===== src/rtl/ggrw_pkg.sv =====
// Shared types, constants and control structs of the greedy gradient route walk.
package ggrw_pkg;

	localparam int GRID_W_DEF     = 32;
	localparam int GRID_H_DEF     = 32;
	localparam int VALUE_BITS_DEF = 16;
	localparam int MAX_SIDE       = 32;
	localparam int CENTER_K       = 4;
	localparam int LAST_K         = 8;

	localparam logic REG_WIDTH  = 1'b0;
	localparam logic REG_HEIGHT = 1'b1;

	localparam logic OP_LOAD = 1'b0;
	localparam logic OP_PLAN = 1'b1;

	typedef struct packed {
		logic               opcode;
		logic [4:0]         cell_x;
		logic [4:0]         cell_y;
		logic signed [15:0] gradient_value;
		logic [4:0]         start_x;
		logic [4:0]         start_y;
		logic [4:0]         target_x;
		logic [4:0]         target_y;
	} in_word_t;

	typedef struct packed {
		logic [4:0]  row_index;
		logic [31:0] row_bits;
		logic        last_row;
		logic        reached_target;
	} out_word_t;

	typedef struct packed {
		logic load;
		logic plan;
		logic mark;
		logic set_reached;
		logic scan_start;
		logic scan_step;
		logic move;
		logic emit_load;
	} ctl_t;

	typedef struct packed {
		logic at_target;
		logic limit_hit;
		logic scan_last;
		logic row_last;
	} sts_t;

	// offset of neighbour k, x outer and y inner, each -1..+1
	function automatic logic signed [1:0] dx_of(input logic [3:0] k);
		logic signed [1:0] d;
		unique case (k)
			4'd0, 4'd1, 4'd2: d = -2'sd1;
			4'd3, 4'd4, 4'd5: d = 2'sd0;
			default:          d = 2'sd1;
		endcase
		return d;
	endfunction

	function automatic logic signed [1:0] dy_of(input logic [3:0] k);
		logic signed [1:0] d;
		unique case (k)
			4'd0, 4'd3, 4'd6: d = -2'sd1;
			4'd1, 4'd4, 4'd7: d = 2'sd0;
			default:          d = 2'sd1;
		endcase
		return d;
	endfunction

endpackage


===== src/rtl/ggrw_ctrl.sv =====
// Controller state machine of the route walk.
module ggrw_ctrl (
	input  logic           clk,
	input  logic           arst_n,
	input  logic           cmd_valid,
	output logic           cmd_ready,
	input  logic           opcode,
	output logic           res_valid,
	input  logic           res_ready,
	input  ggrw_pkg::sts_t sts,
	output ggrw_pkg::ctl_t ctl
);
	import ggrw_pkg::*;

	typedef enum logic [5:0] {
		S_IDLE  = 6'b000001,
		S_MARK  = 6'b000010,
		S_SCAN  = 6'b000100,
		S_DRAIN = 6'b001000,
		S_MOVE  = 6'b010000,
		S_EMIT  = 6'b100000
	} state_t;

	state_t state_q, state_d;
	logic   res_valid_q;
	logic   out_free;

	assign out_free  = !res_valid_q || res_ready;
	assign res_valid = res_valid_q;
	assign cmd_ready = (state_q == S_IDLE);

	always_comb begin
		state_d = state_q;
		ctl     = '0;
		unique case (state_q)
			S_IDLE: begin
				if (cmd_valid) begin
					if (opcode == OP_LOAD) begin
						ctl.load = 1'b1;
					end else begin
						ctl.plan = 1'b1;
						state_d  = S_MARK;
					end
				end
			end
			S_MARK: begin
				if (sts.limit_hit) begin
					state_d = S_EMIT;
				end else begin
					ctl.mark = 1'b1;
					if (sts.at_target) begin
						ctl.set_reached = 1'b1;
						state_d         = S_EMIT;
					end else begin
						ctl.scan_start = 1'b1;
						state_d        = S_SCAN;
					end
				end
			end
			S_SCAN: begin
				ctl.scan_step = 1'b1;
				if (sts.scan_last) begin
					state_d = S_DRAIN;
				end
			end
			S_DRAIN: state_d = S_MOVE;
			S_MOVE: begin
				ctl.move = 1'b1;
				state_d  = S_MARK;
			end
			S_EMIT: begin
				if (out_free) begin
					ctl.emit_load = 1'b1;
					if (sts.row_last) begin
						state_d = S_IDLE;
					end
				end
			end
			default: state_d = S_IDLE;
		endcase
	end

	always_ff @(posedge clk or negedge arst_n) begin
		if (!arst_n) begin
			state_q     <= S_IDLE;
			res_valid_q <= 1'b0;
		end else begin
			state_q <= state_d;
			if (ctl.emit_load) begin
				res_valid_q <= 1'b1;
			end else if (res_ready) begin
				res_valid_q <= 1'b0;
			end
		end
	end

endmodule


===== config.mk =====
export PLATFORM = sky130hd
export DESIGN_NAME = ggrw_ctrl
export DESIGN_NICKNAME = d
export VERILOG_FILES = /design/src/rtl/ggrw_pkg.sv /design/src/rtl/ggrw_ctrl.sv
export SDC_FILE = /design/constraint.sdc
export NUM_CORES = 1
export LEC_CHECK = 0
export BUFFER_PORTS_ARGS = -buffer_cell sky130_fd_sc_hd__clkbuf_2
export CAP_MARGIN = 5
export CORE_AREA = 5 5 42 44
export CTS_BUF_LIST = sky130_fd_sc_hd__clkbuf_4 sky130_fd_sc_hd__clkbuf_8
export DETAILED_ROUTE_END_ITERATION = 7
export DIE_AREA = 0 0 47 49
export SYNTH_ARGS = -nofsm -noshare
export SYNTH_HDL_FRONTEND = slang
export SYNTH_SLANG_ARGS = --single-unit

===== constraint.sdc =====
create_clock -name clk -period 1.9 [get_ports clk]
set_clock_uncertainty 0.1 [all_clocks]
set_input_delay 0 -clock clk [delete_from_list [all_inputs] [get_ports clk]]
set_output_delay 0 -clock clk [all_outputs]
set_load 0.01 [all_outputs]

==> results of run 1 <==
-- worst max-delay path by stage --
stage                             to  cells after the start  startpoint
after CTS                     ctl[4]                      5  state_q[5]
after global routing          ctl[4]                      5  state_q[5]
after global placement    state_q[2]                      4  state_q[0]
after detailed placement  state_q[2]                      4  state_q[0]
after floorplan           state_q[2]                      4  state_q[0]
final                         ctl[4]                      5  state_q[5]
-- metrics by stage --
step,power (mW),instances,setup slack [ns],util (%),instance area [µm²]
CTS,0.549,87,0.242,44.3,621
global placement,0.383,77,0.482,37.9,531
detailed placement,0.382,77,0.490,37.9,531
finish,0.541,87,0.261,44.3,621
floorplan,0.323,43,0.504,-,420
global route,0.580,87,0.104,44.3,621
-- per-layer routing --
| metal | up-vias | part of all wire, % |
|---|---|---|
| li1 | 206 | - |
| met1 | 195 | 40 |
| met2 | 16 | 50 |
| met3 | 4 | 8.1 |
| met4 | 0 | 1.8 |
| met5 | - | 0 |
-- worst max-delay path: stages (launching register included) --
cell and delay (ns):
dfrtp_1 0.43, nor4_2 0.32, nand2_1 0.17, nor2_2 0.12, and2_1 0.13, clkbuf_2 0.12
-- report_power, final --
part | internal (mW) | total [mW] | switching (mW)
logic | 0.0938 | 0.192 | 0.0981
registers | 0.176 | 0.196 | 0.0191
clock network | 0.0947 | 0.154 | 0.0589
-- cells in the final DEF (no fill, tap or decap), drive strengths merged, types with 2 or more instances in the layout --
master       instances
nor3                 3
nand2                4
and2b                2
clkbuf              22
nor4                 2
dlygate4sd3          6
nor2                 5
nor2b                2
o21ai                2
dfrtp                6
or2                  2
and2                 2
and3b                2
-- synth_stat cells (all sizes together) --
master	number	area (µm²)
dfrtp	6	150
nor2	5	21.3
nand2	4	15.0
nor3	3	25.0
and2	2	12.5
and2b	2	17.5
and3b	2	17.5
nor2b	2	12.5
nor4	2	18.8
o21ai	2	10.0
or2	2	12.5
a21oi	1	5.00
a221oi	1	15.0
and4b	1	11.3
clkinv	1	5.00
dfstp	1	26.3
nand3	1	5.00
nor3b	1	7.51
o211ai	1	7.51
o21bai	1	7.51
or2b	1	8.76
xor2	1	8.76
-- area by class of cell --
type	instances	area (µm²)
Multi-Input combinational cell	35	239
Sequential cell	7	176
Clock buffer	4	30.0
Inverter	1	5.00
Fill cell	148	781
Tap cell	16	20.0
Timing Repair Buffer	24	150
-- state kept, by name (all words and copies together), names as in the netlist --
name / count
state_q: 6
res_valid: 1
-- kinds of logic after synthesis --
group / count (synthesis)
buffers and inverters: 1
flip-flops: 7
AND/OR/NAND/NOR: 28
AO/OA/AOI/OAI: 6
XOR/XNOR: 1
==> flow_metrics.tcl, run 1 <==
set metrics [dict create \
    cp.required_ns 1.80 \
    synthCells 43 \
    drv_slew 0 \
    max-cap-violations 0 \
    period_needed_ns 1.64 \
    peakVddDrop_uv 329 \
    synthesis.nets 52 \
    rows 14 \
    drive_gt1_share_pct 47.9 \
    dieArea_um2 2300 \
    grt_pass1_wl_mm 1.56 \
    drtIter0Drc 2 \
    hpwl_um 755 \
    postCtsHoldBufs 6 \
    gr-usage-met2_pct 14.0 \
    clk_pin_slew_ns 0.06 \
    fin_crit_sh_pct 86.3 \
    track_usage_pct 9.78 \
    synth-simple-area-share_pct 44.0 \
    grt_busiest_layer "met2" \
    clock_sinks 7 \
    postRouteAntennaNets 0 \
    tns_ns 0 \
    worst_setup_path_end_kind "output port" \
    boundaryPins 19 \
    wirelength_mm 1.01 \
    dieWidth_um 47 \
    cts.repair.resized 0 \
    synth_area_per_cell_um2 9.78 \
    clk_latency_ns 0.26 \
    fin_nets 81 \
    synth_xor_area_share_pct 2.08 \
    synth_top_family_by_area "simple AND/OR/NAND/NOR gates" \
    gp_congestion 0.680 \
    drc 0 \
    hold_class "in -> async" \
    r2r_slack_ns 0.49 \
    r2r_end "state_q[2]" \
    cts-root-buf "clkbuf_4" \
    cts_tree "done" \
    p_leak_nw 0.328 \
    gr-usage-met3_pct 3.32 \
    hold-worst-slack_ns 0.0129 \
    tightest_slew_ns 0.288 \
    antenna_found_initial 0 \
    via_per_inst 4.84 \
    postCtsSetupRepairBufs 0 \
    fmax_ghz 0.610 \
    coreArea_um2 1400 \
    ys_seq_area_share_pct 42.0 \
    ys_ff_latch 7 \
    wl_per_cell_um 11.6 \
    powerDensity_nw_per_um2 872 \
    grt-ovfl-total 0 \
    worstRegToRegCells 4 \
    grt_pass1_vias 370 \
    synthMuxAreaShare_pct 0 \
    finalSetupViolations 0 \
    cts_buffers 3 \
    hold_viol 0 \
    cts.path.max_buffers 2 \
    io_buffer_count 18 \
    rsz0062_at_grt "false" \
    initial_core_util_pct 30.0 \
    grtUsageMet1_pct 11.7 \
    area_delta_synth_final_pct 47.6 \
    synth_compound_area_share_pct 10.7 \
    relSlewSlack_pct 80.7 \
    ys_types 26 \
    synth-adder-area-share_pct 0 \
    rr_startpoint "state_q[0]" \
    dr.pass1.iters 4 \
    cp.arrival_ns 1.54 \
    outcome "completed" \
    vias 421 \
    syn_area_um2 420 \
    ys_warn_count 0 \
    die_y_um 49 \
    startpoint_type "flop" \
    htree_levels 1 \
    n_antenna_cell 0 \
    cp_max_fo 5 \
    crit_type "reg -> out" \
    grt_max_degree 8 \
]
Power figures use the tool's default switching activity.
==> run 2, diff against run 1 <==
--- a/config.mk
+++ b/config.mk
@@ -9,8 +9,10 @@
 export CAP_MARGIN = 5
 export CORE_AREA = 5 5 42 44
 export CTS_BUF_LIST = sky130_fd_sc_hd__clkbuf_4 sky130_fd_sc_hd__clkbuf_8
+export CTS_CLUSTER_SIZE = 12
 export DETAILED_ROUTE_END_ITERATION = 7
 export DIE_AREA = 0 0 47 49
+export MAX_ROUTING_LAYER = met4
 export SYNTH_ARGS = -nofsm -noshare
 export SYNTH_HDL_FRONTEND = slang
 export SYNTH_SLANG_ARGS = --single-unit
==> flow_metrics.tcl, run 2 (same netlist as run 1, synthesis figures left out) <==
set metrics [dict create \
    outcome "completed" \
    wirelength_mm 1.01 \
    dr.pass1.iters 4 \
    crit_family "simple AND/OR/NAND/NOR gates" \
    gp_congestion 0.687 \
    dieWidth_um 47 \
    drc 0 \
    fin_crit_sh_pct 86.3 \
    wl_met3_um 81 \
    cp_num_cells 5 \
    finish.utilization_pct 44.3 \
    worstRegToRegCells 4 \
    grt_pass1_wl_mm 1.56 \
    fmax_ghz 0.610 \
    antenna_found_initial 0 \
    boundaryPins 19 \
    cp.required_ns 1.80 \
    via_per_inst 4.84 \
    largest_reg_flops 6 \
    rows 14 \
    wl_met1_um 403 \
    hold_viol 0 \
    cts-root-buf "clkbuf_4" \
    hpwl_um 755 \
    cts_tree "done" \
    finalSetupViolations 0 \
    clk_latency_ns 0.26 \
    grt_max_degree 8 \
    wl_per_cell_um 11.6 \
    drive_gt1_share_pct 47.9 \
    path_buf_inv 1 \
    initial_core_util_pct 30.0 \
    postRouteAntennaNets 0 \
    crit_slowest_cell "dfrtp_1" \
    area_delta_synth_final_pct 47.6 \
    top_register "state_q" \
    p_total_mw 0.541 \
    tightest_slew_ns 0.288 \
    dr_wl_met2_um 504 \
    vias 421 \
    cts_buffers 3 \
    n_antenna_cell 0 \
    clk_pin_slew_ns 0.06 \
    grt-ovfl-total 0 \
    p_leak_nw 0.328 \
    max-cap-violations 0 \
    startpoint_type "flop" \
    cts.path.max_buffers 2 \
    htree_levels 1 \
    rsz0062_at_grt "false" \
    clock_sinks 7 \
    tns_ns 0 \
    fin_nets 81 \
    crit_type "reg -> out" \
    final_cell_mix "18 x clkbuf_2, 6 x dlygate4sd3_1, 6 x dfrtp_1" \
    powerDensity_nw_per_um2 872 \
    track_usage_pct 10.0 \
    die_y_um 49 \
    drtIter0Drc 2 \
    io_buffer_count 18 \
    coreArea_um2 1400 \
    dieArea_um2 2300 \
    period_needed_ns 1.64 \
    worst_setup_path_end_kind "output port" \
    drv_slew 0 \
    cpPeakStageDelay_ns 0.43 \
    cp_max_fo 5 \
    crit_chain "nor4_2 > nand2_1 > nor2_2 > and2_1 > clkbuf_2" \
    grt_pass1_vias 369 \
    layout_commonest_cell "clkbuf_2" \
    peakVddDrop_uv 329 \
    hold_class "in -> async" \
    relSlewSlack_pct 80.7 \
    top_layer "met4" \
    cp.arrival_ns 1.54 \
]
run 2: layout make-up:
cell class	count	area, µm²
flip-flops and latches	7	176
fillers	148	781
multi-input cells	35	239
inverters	1	5.00
well taps	16	20.0
repair buffers	24	150
clock buffers	4	30.0
run 2: final timing paths:
path                            start         end  slack (ns)
min                            arst_n  state_q[5]        0.01
max in group asynchronous      arst_n  state_q[0]        1.45
max                        state_q[5]      ctl[4]        0.26
max reg2reg                state_q[0]  state_q[2]        0.49
min reg2reg                 res_valid   res_valid        0.55
min in group clk            cmd_valid  state_q[1]        0.07
run 2: timing repair:
| action | 4_1_cts | 5_1_grt |
|---|---|---|
| resized for setup | 0 | 0 |
| buffers inserted | 0 | 0 |
| hold endpoints to repair | 11 | 0 |
| hold buffers | 6 | 0 |
run 2: per-layer routing:
layer	track usage, %	up-vias
met4	6.91	0
met1	11.7	195
met2	14.0	16
met5	-	-
met3	3.32	4
li1	-	206
run 2: metrics by stage:
step	setup WS [ns]	instance area [µm²]	hold WS, ns	instances
2_1_floorplan	0.504	420	-0.396	43
3_3_place_gp	0.482	531	-0.256	77
3_5_place_dp	0.490	531	-0.255	77
4_1_cts	0.242	621	0.00772	87
5_1_grt	0.104	621	0.0295	87
6_report	0.260	621	0.0129	87
run 2: power by group:
part           switching, mW  total (mW)  internal [mW]
sequential            0.0191       0.196          0.176
clock                 0.0589       0.154         0.0947
combinational         0.0981       0.192         0.0938
==> run 3, diff against run 2 <==
--- a/config.mk
+++ b/config.mk
@@ -5,6 +5,7 @@
 export SDC_FILE = /design/constraint.sdc
 export NUM_CORES = 1
 export LEC_CHECK = 0
+export ABC_AREA = 1
 export BUFFER_PORTS_ARGS = -buffer_cell sky130_fd_sc_hd__clkbuf_2
 export CAP_MARGIN = 5
 export CORE_AREA = 5 5 42 44
==> flow_metrics.tcl, run 3 <==
set metrics [dict create \
    synthCells 67 \
    clk_pin_slew_ns 0.05 \
    cpPeakStageDelay_ns 0.56 \
    dr.pass1.iters 4 \
    powerDensity_nw_per_um2 1080 \
    synth_xor_area_share_pct 0 \
    fmax_ghz 0.544 \
    dieWidth_um 47 \
    tightest_slew_ns 0.179 \
    drc 0 \
    clk_latency_ns 0.25 \
    final_cell_mix "17 x clkbuf_2, 15 x inv_1, 13 x nand2_1" \
    outcome "completed" \
    synth_top_area_share_pct 31.4 \
    cp_max_fo 2 \
    synth-async-reset-ratio_pct 100 \
    power.share.clock_pct 19.7 \
    ys_types 16 \
    clock_sinks 7 \
    n_antenna_cell 0 \
    max-cap-violations 0 \
    final_cells 113 \
    rows 14 \
    cts.path.max_buffers 2 \
    p_seq_share_pct 31.1 \
    drtIter0Drc 8 \
    crit_family "buffers and inverters" \
    cp.arrival_ns 1.87 \
    synth_largest_area_cell "dfrtp_1" \
    combPwrFrac_pct 49.2 \
    grt-ovfl-total 0 \
    tns_ns 0 \
    largest_reg_flops 6 \
    layout_commonest_cell "clkbuf_2" \
    synthMuxAreaShare_pct 0 \
    via_per_inst 4.25 \
    cp_num_cells 6 \
    crit_slowest_cell "dlygate4sd3_1" \
    cts.repair.resized 0 \
    track_usage_pct 11.3 \
    synth_ff_type "dfrtp_1" \
    fin_crit_sh_pct 96.7 \
    worst_setup_path_end_kind "flop" \
    synthTopCellsByArea "dfrtp_1 31%, inv_1 12%, nand2_1 10%, nor2_1 8.6%, nor2_4 7.1%" \
    hpwl_um 840 \
    path_buf_inv 4 \
    syn_area_um2 478 \
    worstRegToRegCells 6 \
    path_common_cell "dlygate4sd3_1" \
    synth_compound_area_share_pct 4.97 \
    p_sw_share_pct 41.5 \
    yosys-top-cells-count "15 x inv_1, 13 x nand2_1, 11 x nor2_1, 6 x dfrtp_1" \
    initial_core_util_pct 34.1 \
    dieArea_um2 2300 \
    wirelength_mm 1.03 \
    synth_top_family_by_area "simple AND/OR/NAND/NOR gates" \
    wl_per_cell_um 9.10 \
    hold_class "in -> async" \
    relSlewSlack_pct 88.0 \
    ys_ff_latch 7 \
    ys_warn_count 0 \
    p_switching_mw 0.316 \
    grt_pass1_vias 482 \
    io_buffer_count 18 \
    cts_buffers 3 \
    peakVddDrop_uv 694 \
    coreArea_um2 1400 \
    crit_type "in -> reg" \
    dp.cells 101 \
    place_ws_ns 0.581 \
    synth_edf_count 0 \
    synthesis.nets 76 \
    cp.required_ns 1.93 \
    r2r_slack_ns 0.19 \
    fin_nets 107 \
    grt_pass1_wl_mm 1.88 \
    gp_congestion 0.792 \
    crit_chain "dlygate4sd3_1 > clkbuf_2 > nor2_1 > dlygate4sd3_1 > o21ai_1 > dlygate4sd3_1" \
    synth_area_per_cell_um2 7.13 \
    synth-simple-area-share_pct 45.5 \
    die_y_um 49 \
    synth-adder-area-share_pct 0 \
    cts_tree "done" \
    drive_gt1_share_pct 37.1 \
    grt_max_degree 8 \
    rsz0062_at_grt "false" \
    drv_slew 0 \
    period_needed_ns 1.84 \
    startpoint_type "input port" \
    htree_levels 1 \
    cts-root-buf "clkbuf_4" \
    p_leak_nw 0.443 \
    finalSetupViolations 0 \
    top_register "state_q" \
    antenna_found_initial 0 \
    vias 480 \
    area_delta_synth_final_pct 47.1 \
    fin_ws_ns 0.0622 \
    synthMostInstantiatedCell "inv_1" \
    finish.utilization_pct 50.2 \
    boundaryPins 19 \
    intPower_mw 0.445 \
    postRouteAntennaNets 0 \
    ys_seq_area_share_pct 36.9 \
    hold_viol 0 \
]
run 3: cell count changes in the layout (fill, tap and decap cells not counted), sizes merged, moves of 3 or more:
cell	delta
nand3	+5
nor2	+11
inv	+16
dlygate4sd3	+3
nand2	+12
run 3: final cells by class:
cell class                 count  area (µm²)
clock buffer                   4        30.0
fill                         170         698
inverter                      16        60.1
multi-input combinational     44         241
sequential                     7         176
tap                           16        20.0
timing repair buffer          26         175
run 3: cells by family after synthesis:
kind of cell,count (synthesis)
simple gates,40
compound gates,4
buf+inv,16
flops,7
run 3: path summary, 6_finish.rpt:
path	from	end
hold / removal	arst_n	state_q[2]
setup reg to reg	state_q[5]	state_q[2]
hold reg to reg	res_valid	res_valid
max in group asynchronous	arst_n	state_q[0]
min in group clk	sts[0]	state_q[3]
setup / recovery	sts[3]	state_q[5]
run 3: what timing repair did:
| item | 4_1_cts | 5_1_grt |
|---|---|---|
| hold buffers | 9 | 0 |
| setup endpoints to repair | 0 | 1 |
| endpoints found under the hold margin | 11 | 0 |
| setup buffers | 0 | 0 |
run 3: power by group through the flow:
stage / combinational, mW / clock, mW / sequential (mW)
after CTS: 0.380 / 0.151 / 0.237
after detailed placement: 0.354 / 0 / 0.239
after global routing: 0.426 / 0.157 / 0.243
after floorplan: 0.263 / 0 / 0.237
final: 0.374 / 0.150 / 0.236
after global placement: 0.352 / 0 / 0.237
run 3: metrics by stage:
step / instance area, µm² / power, mW / hold slack, ns
3_3_place_gp: 588 / 0.590 / -0.251
6_report: 703 / 0.760 / 0.00705
2_1_floorplan: 478 / 0.500 / -0.396
3_5_place_dp: 588 / 0.594 / -0.251
5_1_grt: 703 / 0.826 / 0.0496
4_1_cts: 708 / 0.768 / 0.0192
run 3: layer usage:
metal	wire length (µm)	vias up	track usage [%]
li1	-	260	-
met4	15	0	6.91
met5	0	-	-
met2	504	14	17.0
met3	40	2	2.21
met1	466	204	13.5
